[src/rtl/utf8d_pkg.sv]
`timescale 1ns / 1ps
// Shared types, constants and helpers for the UTF-8 byte stream decoder.
// Depends on nothing; every rtl module imports it.
package utf8d_pkg;

    // Byte classes and limits
    localparam logic [7:0] ASCII_MAX   = 8'h7F;
    localparam logic [7:0] LEAD_MIN    = 8'hC0;
    localparam logic [7:0] LEAD4_MIN   = 8'hF0;
    localparam logic [7:0] LEAD3_MIN   = 8'hE0;
    localparam logic [7:0] LEAD_BAD    = 8'hF8;
    localparam logic [2:0] SEQ_MAX     = 3'd4;
    localparam int         CP_W        = 21;
    localparam int         QUEUE_DEPTH = 2;

    // Input command codes
    localparam logic CMD_BYTE   = 1'b0;
    localparam logic CMD_ESCAPE = 1'b1;

    // Sequence lengths implied by a lead byte
    localparam logic [2:0] NEED_NONE = 3'd0;
    localparam logic [2:0] NEED_2    = 3'd2;
    localparam logic [2:0] NEED_3    = 3'd3;
    localparam logic [2:0] NEED_4    = 3'd4;

    typedef enum logic [1:0] {
        K_ESC,
        K_ASCII,
        K_LEAD,
        K_CONT
    } t_kind;

    // Classified transaction as it travels through the queue
    typedef struct packed {
        t_kind      kind;
        logic [7:0] data;
        logic [2:0] need;
    } t_item;

    // Queue head seen by the back end
    typedef struct packed {
        logic  valid;
        t_item item;
    } t_qhead;

    // Length of the sequence a lead byte opens; NEED_NONE never completes
    function automatic logic [2:0] lead_need(input logic [7:0] b);
        logic [2:0] n;
        begin
            if (b >= LEAD_BAD)       n = NEED_NONE;
            else if (b >= LEAD4_MIN) n = NEED_4;
            else if (b >= LEAD3_MIN) n = NEED_3;
            else                     n = NEED_2;
            return n;
        end
    endfunction

endpackage

[src/rtl/utf8_byte_stream_decoder.sv]
`timescale 1ns / 1ps
// Top level of the UTF-8 byte stream decoder: front end, queue, back end.
// Depends on utf8d_pkg, utf8d_front, utf8d_queue and utf8d_back.
//
//   Channel | Direction | Handshake          | Payload
//   --------+-----------+--------------------+---------------------------
//   input   | in        | i_valid / o_stall  | i_cmd, i_data_byte
//   output  | out       | o_valid / i_stall  | o_code_point
//
// One transaction per cycle sustained while o_stall is low; the back end
// updates the sequence state as it pops each transaction. A result passes
// through the queue and the output register after its input is accepted.
// Reset (i_rst_n low, synchronous) empties the queue, closes any sequence
// and drops a pending result. o_stall rises only when the queue is full,
// which happens only after the output has been stalled.
module utf8_byte_stream_decoder
    import utf8d_pkg::*;
#(
    parameter int DEPTH = QUEUE_DEPTH
) (
    input  logic            i_clk,
    input  logic            i_rst_n,
    input  logic            i_valid,
    output logic            o_stall,
    input  logic            i_cmd,
    input  logic [7:0]      i_data_byte,
    output logic            o_valid,
    input  logic            i_stall,
    output logic [CP_W-1:0] o_code_point
);

    logic   w_push;
    logic   w_pop;
    logic   w_full;
    t_item  w_item;
    t_qhead w_head;

    assign o_stall = w_full;

    utf8d_front u_front (
        .i_valid     (i_valid),
        .i_cmd       (i_cmd),
        .i_data_byte (i_data_byte),
        .i_q_full    (w_full),
        .o_push      (w_push),
        .o_item      (w_item)
    );

    utf8d_queue #(
        .DEPTH (DEPTH)
    ) u_queue (
        .i_clk   (i_clk),
        .i_rst_n (i_rst_n),
        .i_push  (w_push),
        .i_item  (w_item),
        .i_pop   (w_pop),
        .o_full  (w_full),
        .o_head  (w_head)
    );

    utf8d_back u_back (
        .i_clk        (i_clk),
        .i_rst_n      (i_rst_n),
        .i_head       (w_head),
        .o_pop        (w_pop),
        .i_stall      (i_stall),
        .o_valid      (o_valid),
        .o_code_point (o_code_point)
    );

endmodule

[src/rtl/utf8d_front.sv]
`timescale 1ns / 1ps
// Front end: accepts input transactions and classifies each byte.
// Depends on utf8d_pkg.
module utf8d_front
    import utf8d_pkg::*;
(
    input  logic       i_valid,
    input  logic       i_cmd,
    input  logic [7:0] i_data_byte,
    input  logic       i_q_full,
    output logic       o_push,
    output t_item      o_item
);

    // Accept whenever the queue has room
    assign o_push = i_valid && !i_q_full;

    // Classify the byte and precompute the lead length
    always_comb begin
        o_item.data = i_data_byte;
        o_item.need = lead_need(i_data_byte);
        if (i_cmd == CMD_ESCAPE) begin
            o_item.kind = K_ESC;
        end else if (i_data_byte <= ASCII_MAX) begin
            o_item.kind = K_ASCII;
        end else if (i_data_byte >= LEAD_MIN) begin
            o_item.kind = K_LEAD;
        end else begin
            o_item.kind = K_CONT;
        end
    end

endmodule

[src/rtl/utf8d_queue.sv]
`timescale 1ns / 1ps
// Small FIFO of classified transactions between front and back end.
// Depends on utf8d_pkg.
module utf8d_queue
    import utf8d_pkg::*;
#(
    parameter int DEPTH = QUEUE_DEPTH
) (
    input  logic   i_clk,
    input  logic   i_rst_n,
    input  logic   i_push,
    input  t_item  i_item,
    input  logic   i_pop,
    output logic   o_full,
    output t_qhead o_head
);

    localparam int PW = (DEPTH > 1) ? $clog2(DEPTH) : 1;
    localparam int CW = $clog2(DEPTH + 1);

    t_item           r_mem [DEPTH];
    logic [PW-1:0]   r_wr, n_wr;
    logic [PW-1:0]   r_rd, n_rd;
    logic [CW-1:0]   r_count, n_count;

    assign o_full       = (r_count == CW'(DEPTH));
    assign o_head.valid = (r_count != '0);
    assign o_head.item  = r_mem[r_rd];

    // Advance pointers and occupancy
    always_comb begin
        n_wr    = r_wr;
        n_rd    = r_rd;
        n_count = r_count;
        if (i_push) begin
            n_wr = (r_wr == PW'(DEPTH - 1)) ? '0 : r_wr + PW'(1);
        end
        if (i_pop) begin
            n_rd = (r_rd == PW'(DEPTH - 1)) ? '0 : r_rd + PW'(1);
        end
        if (i_push && !i_pop) begin
            n_count = r_count + CW'(1);
        end else if (!i_push && i_pop) begin
            n_count = r_count - CW'(1);
        end
    end

    always_ff @(posedge i_clk) begin
        if (!i_rst_n) begin
            r_wr    <= '0;
            r_rd    <= '0;
            r_count <= '0;
        end else begin
            r_wr    <= n_wr;
            r_rd    <= n_rd;
            r_count <= n_count;
        end
    end

    // Store pushed transaction
    always_ff @(posedge i_clk) begin
        if (i_push) begin
            r_mem[r_wr] <= i_item;
        end
    end

    a_no_overflow: assert property (@(posedge i_clk) disable iff (!i_rst_n)
        o_full |-> !i_push)
        else $error("queue push while full");

    a_no_underflow: assert property (@(posedge i_clk) disable iff (!i_rst_n)
        i_pop |-> o_head.valid)
        else $error("queue pop while empty");

endmodule

[src/rtl/utf8d_back.sv]
`timescale 1ns / 1ps
// Back end: sequence state, code point assembly and output register.
// Depends on utf8d_pkg.
module utf8d_back
    import utf8d_pkg::*;
(
    input  logic            i_clk,
    input  logic            i_rst_n,
    input  t_qhead          i_head,
    output logic            o_pop,
    input  logic            i_stall,
    output logic            o_valid,
    output logic [CP_W-1:0] o_code_point
);

    logic [2:0]      r_seq_count, n_seq_count;
    logic [2:0]      r_need, n_need;
    logic [CP_W-1:0] r_acc, n_acc;
    logic            r_out_valid, n_out_valid;
    logic [CP_W-1:0] r_cp, n_cp;
    logic [2:0]      w_count_inc;
    logic [CP_W-1:0] w_acc_cont;
    logic            w_emit;

    assign w_count_inc = r_seq_count + 3'd1;
    assign w_acc_cont  = {r_acc[CP_W-7:0], i_head.item.data[5:0]};

    // Decide whether the head transaction yields a code point
    always_comb begin
        case (i_head.item.kind)
            K_ASCII: w_emit = 1'b1;
            K_CONT:  w_emit = (r_seq_count != 3'd0) && (r_seq_count < SEQ_MAX)
                              && (w_count_inc == r_need);
            default: w_emit = 1'b0;
        endcase
    end

    // Hold the head while a result would land on a stalled output register
    assign o_pop = i_head.valid && !(w_emit && r_out_valid && i_stall);

    // Update sequence state and output register
    always_comb begin
        n_seq_count = r_seq_count;
        n_need      = r_need;
        n_acc       = r_acc;
        n_cp        = r_cp;
        n_out_valid = r_out_valid && i_stall;
        if (o_pop) begin
            case (i_head.item.kind)
                K_ESC: begin
                    n_seq_count = 3'd0;
                end
                K_ASCII: begin
                    n_seq_count = 3'd0;
                    n_cp        = CP_W'(i_head.item.data);
                end
                K_LEAD: begin
                    n_seq_count = 3'd1;
                    n_need      = i_head.item.need;
                    case (i_head.item.need)
                        NEED_2:  n_acc = CP_W'(i_head.item.data[4:0]);
                        NEED_3:  n_acc = CP_W'(i_head.item.data[3:0]);
                        NEED_4:  n_acc = CP_W'(i_head.item.data[2:0]);
                        default: n_acc = '0;
                    endcase
                end
                K_CONT: begin
                    if (w_emit) begin
                        n_seq_count = 3'd0;
                        n_cp        = w_acc_cont;
                    end else if ((r_seq_count != 3'd0) && (r_seq_count < SEQ_MAX)) begin
                        n_seq_count = w_count_inc;
                        n_acc       = w_acc_cont;
                    end
                end
                default: begin
                    n_seq_count = r_seq_count;
                end
            endcase
            if (w_emit) begin
                n_out_valid = 1'b1;
            end
        end
    end

    always_ff @(posedge i_clk) begin
        if (!i_rst_n) begin
            r_seq_count <= 3'd0;
            r_out_valid <= 1'b0;
        end else begin
            r_seq_count <= n_seq_count;
            r_out_valid <= n_out_valid;
        end
    end

    always_ff @(posedge i_clk) begin
        r_need <= n_need;
        r_acc  <= n_acc;
        r_cp   <= n_cp;
    end

    assign o_valid      = r_out_valid;
    assign o_code_point = r_cp;

    a_count_range: assert property (@(posedge i_clk) disable iff (!i_rst_n)
        r_seq_count <= SEQ_MAX)
        else $error("sequence count out of range");

    a_emit_closes: assert property (@(posedge i_clk) disable iff (!i_rst_n)
        (o_pop && (w_emit || i_head.item.kind == K_ESC)) |=> (r_seq_count == 3'd0))
        else $error("sequence not closed after result or escape");

    a_result_held: assert property (@(posedge i_clk) disable iff (!i_rst_n)
        (r_out_valid && i_stall) |=> (r_out_valid && $stable(r_cp)))
        else $error("stalled result lost or changed");

    a_emit_sets_valid: assert property (@(posedge i_clk) disable iff (!i_rst_n)
        (o_pop && w_emit) |=> r_out_valid)
        else $error("result dropped");

endmodule

[config.mk]
export PLATFORM = sky130hd
export DESIGN_NAME = utf8_byte_stream_decoder
export DESIGN_NICKNAME = d
export VERILOG_FILES = /design/src/rtl/utf8d_pkg.sv /design/src/rtl/utf8_byte_stream_decoder.sv /design/src/rtl/utf8d_front.sv /design/src/rtl/utf8d_queue.sv /design/src/rtl/utf8d_back.sv
export SDC_FILE = /design/constraint.sdc
export NUM_CORES = 1
export LEC_CHECK = 0
export CAP_MARGIN = 25
export CORE_MARGIN = 2
export CORE_UTILIZATION = 30
export CTS_BUF_LIST = sky130_fd_sc_hd__clkbuf_8
export DETAILED_ROUTE_END_ITERATION = 12
export DONT_BUFFER_PORTS = 1
export PLACE_DENSITY = 0.43
export SYNTH_ARGS = -nofsm -noshare
export SYNTH_HDL_FRONTEND = slang
export SYNTH_SLANG_ARGS = --single-unit
[constraint.sdc]
create_clock -name i_clk -period 4.5 [get_ports i_clk]
set_input_delay 0.675 -clock i_clk [delete_from_list [all_inputs] [get_ports i_clk]]
set_output_delay 0.675 -clock i_clk [all_outputs]
set_load 0.02 [all_outputs]
## After elaboration in Yosys (flattened, before gate mapping)

Memories as Yosys holds them, arrays and structs flattened. A register that Yosys moved wholly into a read port is not among the register bits.
Cells that the tools add are included.

| storage, ports and cells | value |
|---|---|
| register bits after elaboration | 47 |
| bits in latches | 0 |
| RAM bits | 26 |
| memory bits (read-only) | 0 |
| bits of input ports | 13 |
| output and inout port bits | 23 |
| logic and storage cells | 82 |
| memories | 1 |

| cells by class | value |
|---|---|
| $add $sub $neg | 5 |
| $mul | 0 |
| divide/modulo/power cells | 0 |
| $lt $le $gt $ge | 6 |
| equal/unequal tests | 12 |
| shifts and indexed selects | 0 |
| mux-type cells | 26 |
| bitwise logic cells | 0 |
| reduce and logical (&&, ||, !) cells | 24 |

Memories:

| memory | depth | bits a word | read ports | clocked after memory_dff | write ports | line | text |
|---|---|---|---|---|---|---|---|
| u_queue.r_mem | 2 | 13 | 1 | 1 | 1 | utf8d_queue.sv:21 | `t_item r_mem [DEPTH];` |

Operator list:

| kind | number |
|---|---|
| 21-bit case mux with 2 select lines | 1 |
| 8-bit >= comparator, second input constant | 4 |
| 15-bit two-way mux | 2 |
| 15-bit case mux with 2 select lines | 1 |
| 21-bit two-way mux | 1 |
| 5-bit case mux with 3 select lines | 1 |
| 3-bit two-way mux | 4 |
| 1-bit two-way mux | 10 |
| 1-bit logical AND | 9 |
| 3-bit case mux with 3 select lines | 1 |
| 8-bit by 7-bit less-or-equal comparator with 1-bit output, second input constant | 1 |
| 2-bit two-way mux | 4 |
| 2-bit nonzero test | 4 |
| 2-bit == test, second input constant | 3 |
| 3-bit by 2-bit == test with 1-bit output, second input constant | 2 |
| 1-bit zero test | 4 |
| 2-bit by 1-bit inequality test with 1-bit output, second input constant | 2 |
| 2-bit AND reduction | 2 |
| 4-bit AND reduction | 1 |
| 3-bit by 1-bit adder with 3-bit output, second input constant | 1 |
| 3-bit == test | 1 |
| 3-bit == test, second input constant | 1 |
| 3-bit < comparator, second input constant | 1 |
| 3-bit by 1-bit inequality test with 1-bit output, second input constant | 1 |
| other kinds (10) | 11 |

## Depth between registers and ports, before layout

| logic depth | value |
|---|---|
| depth after elaboration | 11 |
| depth in mapped cells | 10 |
| mapped depth without buffers | 10 |

## Hierarchy

A second synthesis with hierarchy kept.

| unflattened totals | value |
|---|---|
| cell total of the unflattened synthesis | 189 |
| area, all modules | 2976.6 µm² |

By module, submodules not included:

| module | times used | cells an instance | area an instance (µm²) | seq. area each (µm²) |
|---|---|---|---|---|
| utf8d_back | 1 | 112 | 1717.9 | 1251.2 |
| utf8d_queue | 1 | 62 | 1153.6 | 880.8 |
| utf8d_front | 1 | 15 | 105.1 | 0.0 |

## Least setup slack after synthesis

Ideal clock, no wire load.

| timing | value |
|---|---|
| path kind | register -> register |
| start point | reg u_back.r_seq_count[0] |
| end point | reg u_back.r_cp[0], in the netlist u_back.o_code_point[0], enable pin |
| setup time | 0.399 ns |
| arrival | 2.348 ns |
| data required time | 4.101 ns |
| slack | 1.753 ns |
| cell stages (with the launch flop) | 7 |
| path buffers | 0 |
| clock period less this slack | 2.747 ns |
| path through | dfxtp_1 -> inv_1 -> ha_1 -> xor2_1 -> nor4b_4 -> a21oi_2 -> nor2_1 |

| between the ends | value |
|---|---|
| cells in the longest elaborated chain, start to end | 9 |
| elaborated cells between the ends (all ways) | 13 |
| classes of those cells | add/sub (1); order compare (1); eq/ne (2); mux (1); reduce/logical (8) |

RTL lines:

| element | line | text |
|---|---|---|
| start, declared | utf8d_back.sv:16 | `logic [2:0] r_seq_count, n_seq_count;` |
| start signal, assigned | utf8d_back.sv:91 | `r_seq_count <= n_seq_count;` |
| 3-bit by 1-bit adder with 3-bit output (tied with other cells) | utf8d_back.sv:25 | `assign w_count_inc = r_seq_count + 3'd1;` |
| 3-bit == test / 1-bit logical AND (equally long branches) | utf8d_back.sv:33, utf8d_back.sv:32 |  |
| 1-bit logical AND (*) | utf8d_back.sv:33 | `&& (w_count_inc == r_need);` |
| 1-bit case mux with 2 select lines (*) | utf8d_back.sv:30 | `case (i_head.item.kind)` |
| 1-bit logical AND (2 in series) | utf8d_back.sv:39 | `assign o_pop = i_head.valid && !(w_emit && r_out_valid && i_stall);` |
| 1-bit zero test | utf8d_back.sv:39 |  |
| 1-bit logical AND | utf8d_back.sv:39 |  |
| 3-bit AND reduction (no source line) (*) | -- |  |
| end signal, assigned | utf8d_back.sv:99 | `r_cp <= n_cp;` |
| end, declared | utf8d_back.sv:20 | `logic [CP_W-1:0] r_cp, n_cp;` |

Every way passes the cells marked *; elsewhere a longest branch is shown, timed or not.
A chain may end at the register's enable or synchronous reset.

==> flow_results.xml <==
<?xml version="1.0" encoding="UTF-8"?>
<metrics>
  <group name="synth">
    <metric name="post_synth_inst_count" unit="">191</metric>
    <metric name="async_reset_ff_share" unit="%">0</metric>
    <metric name="number_of_distinct_standard_cells_referenced_by_the_synthesized_netlist" unit="">42</metric>
    <metric name="yosys.area_share.xor_xnor" unit="%">1.78</metric>
    <metric name="synthDominantAreaCellType" unit="">edfxtp_1</metric>
    <metric name="dominant_combinational_cell_family_by_area_after_synthesis" unit="">simple AND/OR/NAND/NOR gates</metric>
    <metric name="synth_flop_cell" unit="">edfxtp_1</metric>
    <metric name="syn-num-nets" unit="">207</metric>
    <metric name="synth_fa_ha_area_share" unit="%">1.27</metric>
    <metric name="synth_enable_flop_cells" unit="">65</metric>
    <metric name="average_cell_area_after_synthesis" unit="sq um">15.5</metric>
    <metric name="syn_area" unit="sq um">2960</metric>
    <metric name="synth-simple-area-share" unit="%">10.8</metric>
    <metric name="synth_top_area_share" unit="%">66.0</metric>
    <metric name="synth-seq-cells" unit="">74</metric>
    <metric name="synth-seq-area-share" unit="%">72.1</metric>
    <metric name="synth-warning-count" unit="">0</metric>
    <metric name="synth_compound_gate_area_share" unit="%">6.94</metric>
    <metric name="synth_area_leaders" unit="">edfxtp_1, dfxtp_1, and2_1, mux2_2, mux2i_1</metric>
    <metric name="synth_mux_area_share" unit="%">5.21</metric>
  </group>
  <group name="clocking">
    <metric name="post-cts-setup-buffer-count" unit="">0</metric>
    <metric name="cts_made_buffers" unit="">9</metric>
    <metric name="cts.sinks" unit="">74</metric>
    <metric name="tritoncts_clock_tree" unit="">done</metric>
    <metric name="clock-root-buffer" unit="">clkbuf_8</metric>
    <metric name="clk_path_buf_depth" unit="">2</metric>
    <metric name="holdBufCountCts" unit="">0</metric>
    <metric name="clk_transition_reported_paths" unit="ps">80</metric>
    <metric name="ctsHtreeMaxLevel" unit="">3</metric>
    <metric name="clock_latency" unit="ps">340</metric>
    <metric name="cts_resized" unit="">0</metric>
  </group>
  <group name="timing">
    <metric name="setup_viol_count_final" unit="">0</metric>
    <metric name="grt_setup_unrepaired" unit="">no</metric>
    <metric name="final.setup_skew" unit="ps">9.02</metric>
    <metric name="post-route-min-period" unit="ps">2970</metric>
    <metric name="hold_slack" unit="ps">426</metric>
    <metric name="final_number_of_max_transition_violations" unit="">0</metric>
    <metric name="hold_viol_final" unit="">0</metric>
    <metric name="fin_setup_tns" unit="ps">0</metric>
    <metric name="min_period_over_period" unit="%">66.1</metric>
    <metric name="maxClockFrequency" unit="GHz">0.336</metric>
    <metric name="max-slew-margin-rel" unit="%">46.0</metric>
    <metric name="tightestPinTransition" unit="ps">809</metric>
  </group>
  <group name="grt">
    <metric name="grt_util_met1" unit="%">12.1</metric>
    <metric name="grt_antenna_before_repair" unit="">0</metric>
    <metric name="grt_first_pass_wirelength" unit="mm">7.74</metric>
    <metric name="grtUsageMet3" unit="%">2.89</metric>
    <metric name="top_usage_layer" unit="">met2</metric>
    <metric name="grtUsageMet2" unit="%">15.0</metric>
    <metric name="first_global_vias" unit="">1622</metric>
    <metric name="grt_remaining_overflow" unit="">0</metric>
    <metric name="track_usage" unit="%">9.90</metric>
    <metric name="grt_start_max_net_pins" unit="">25</metric>
  </group>
  <group name="floorplan">
    <metric name="area_of_the_die" unit="sq um">10700</metric>
    <metric name="effective_utilization_at_floorplan" unit="%">30.5</metric>
    <metric name="io_pins" unit="">36</metric>
    <metric name="row_count" unit="">36</metric>
    <metric name="die_h" unit="um">103</metric>
    <metric name="fp.dieW" unit="um">103</metric>
    <metric name="core_area" unit="sq um">9680</metric>
  </group>
  <group name="placed_design">
    <metric name="gp_routability_congestion" unit="">0.786</metric>
    <metric name="post-dp-hpwl" unit="mm">3.37</metric>
    <metric name="number_of_port_buffers" unit="">0</metric>
    <metric name="post_placement_cell_count" unit="">320</metric>
  </group>
  <group name="power">
    <metric name="static-leakage-power" unit="uW">0.00111</metric>
    <metric name="power.density_cell_area" unit="nW/um^2">572</metric>
    <metric name="post-layout-total-power" unit="uW">1880</metric>
    <metric name="peakVddDrop" unit="mV">0.146</metric>
  </group>
  <group name="setup_path">
    <metric name="worstPathArrival" unit="ps">2940</metric>
    <metric name="worstPathMaxFanout" unit="">24</metric>
    <metric name="crit_path_top_delay_cell" unit="">dfxtp_1</metric>
    <metric name="cp_num_buf_inv" unit="">0</metric>
    <metric name="critical_path.max_stage_delay" unit="ps">850</metric>
    <metric name="cp.required" unit="ps">4470</metric>
    <metric name="worst_setup_path_start_kind" unit="">flop</metric>
    <metric name="timing_worst_setup_path_type" unit="">reg -&gt; reg</metric>
    <metric name="path_delay_family" unit="">compound AO/OA/AOI/OAI gates</metric>
    <metric name="cp_cell_sequence" unit="">nor2b_1 -&gt; a32o_1 -&gt; a21oi_1 -&gt; and4_1</metric>
    <metric name="critPathCaptureType" unit="">flop</metric>
  </group>
  <group name="layout">
    <metric name="share_of_final_layout_standard_cells_stronger_than_drive_strength_1" unit="%">13.2</metric>
    <metric name="number_of_antenna_cells_inserted" unit="">0</metric>
    <metric name="fin_cells" unit="">337</metric>
    <metric name="nets" unit="">215</metric>
    <metric name="syn_to_final_growth" unit="%">11.4</metric>
  </group>
  <group name="flow_run">
    <metric name="drv.max_cap_violation_count" unit="">0</metric>
  </group>
  <group name="drt">
    <metric name="totalWireLength" unit="mm">4.83</metric>
    <metric name="drtAntennaViolNets" unit="">0</metric>
    <metric name="drtIter0Drc" unit="">52</metric>
    <metric name="drt_first_pass_iters" unit="">4</metric>
    <metric name="drcViolationCount" unit="">0</metric>
    <metric name="route.detailed.vias_per_inst" unit="">4.45</metric>
    <metric name="via_count" unit="">1498</metric>
    <metric name="post_drt_wl_per_cell" unit="um">14.3</metric>
  </group>
  <group name="worst_hold_path">
    <metric name="holdCritPathClass" unit="">in -&gt; reg</metric>
    <metric name="min_from" unit="">i_data_byte[5]</metric>
  </group>
  <group name="status">
    <metric name="run_status" unit="">complete, no violations</metric>
  </group>
</metrics>
cell usage after synthesis, types with 3 or more instances:
| cell type | count |
|---|---|
| o21a_1 | 3 |
| nand2_1 | 8 |
| xor2_1 | 3 |
| a21boi_1 | 4 |
| edfxtp_1 | 65 |
| mux2i_1 | 6 |
| ha_1 | 3 |
| clkbuf_1 | 3 |
| inv_1 | 8 |
| xnor2_1 | 3 |
| o21ai_0 | 3 |
| nand3_1 | 3 |
| dfxtp_1 | 9 |
| mux2_2 | 6 |
| and2_1 | 20 |
| nor2_1 | 10 |
through the flow:
step / instance area, sq um / util (%) / setup WS, ps
final: 3290 / 34.0 / 1530
after global routing: 3290 / 34.0 / 1220
after CTS: 3280 / 33.9 / 1430
after detailed placement: 3110 / 32.1 / 1440
after global placement: 3100 / 32.0 / 1580
after floorplan: 2960 / - / 1750
layout make-up:
type                    instances  area [sq um]
well taps                     133           166
fillers                       928          6390
repair buffers                  2          22.5
clock buffers                   9           124
multi-input cells             104           772
flip-flops and latches         74          2130
clock inverters                 7          46.3
inverters                       8          30.0
worst register-to-register path, stage by stage (launching register included):
cell	delay, ps
dfxtp_1	850
nor2b_1	160
a32o_1	490
a21oi_1	400
and4_1	700
path summary, 6_finish.rpt:
kind,endpoint,slack [ps],depth (start not counted)
worst min-delay path,u_queue.r_mem[0][8]$_DFFE_PP_,430,0
worst max-delay path,u_back.r_acc[7]$_SDFFCE_PN0P_,1530,4
worst min register to register,flop,480,2
worst max register to register,u_back.r_acc[7]$_SDFFCE_PN0P_,1530,4
report_power, final:
group | switching (uW) | total [uW] | internal, uW
combinational | 235 | 405 | 171
clock | 243 | 442 | 199
sequential | 114 | 1040 | 923
total | 591 | 1880 | 1290
kinds of logic (layout without fill, tap and decap cells):
| kind of cell | count (synthesis) | after routing |
|---|---|---|
| compound gates | 26 | 26 |
| simple gates | 55 | 55 |
| xor+xnor | 6 | 6 |
| fa+ha+maj | 3 | 3 |
| mux | 14 | 14 |
| flops | 74 | 74 |
| buf+inv | 13 | 26 |
registers in the layout, indices dropped and copies added, names as in the netlist, named ones only:
name                 cells
u_queue.r_mem           26
u_back.o_code_point     21
u_back.r_acc            15
u_back.r_need            3
u_back.r_seq_count       3
u_queue.r_count          2
u_back.o_valid           1
u_queue.r_rd             1
u_queue.r_wr             1
per-layer routing:
layer	vias up	routed length (um)
li1	724	-
met1	720	2260
met2	41	2210
met4	0	159
met5	-	0
met3	13	198
layout by cell type (no fill, tap or decap), drive strengths merged, types with 2 or more instances in the layout:
master,instances
nand2b,2
clkbuf,9
ha,3
inv,10
nand2,8
and2,20
buf,2
mux2i,6
edfxtp,65
nand3,3
a21boi,5
nand4,2
xnor2,3
xor2,3
dfxtp,9
nor2b,2
nor2,10
a32o,2
and3,2
o21bai,2
o21ai,4
o2bb2ai,2
clkinv,4
a21oi,3
o21a,3
mux2,8
Power figures use the tool's default switching activity.
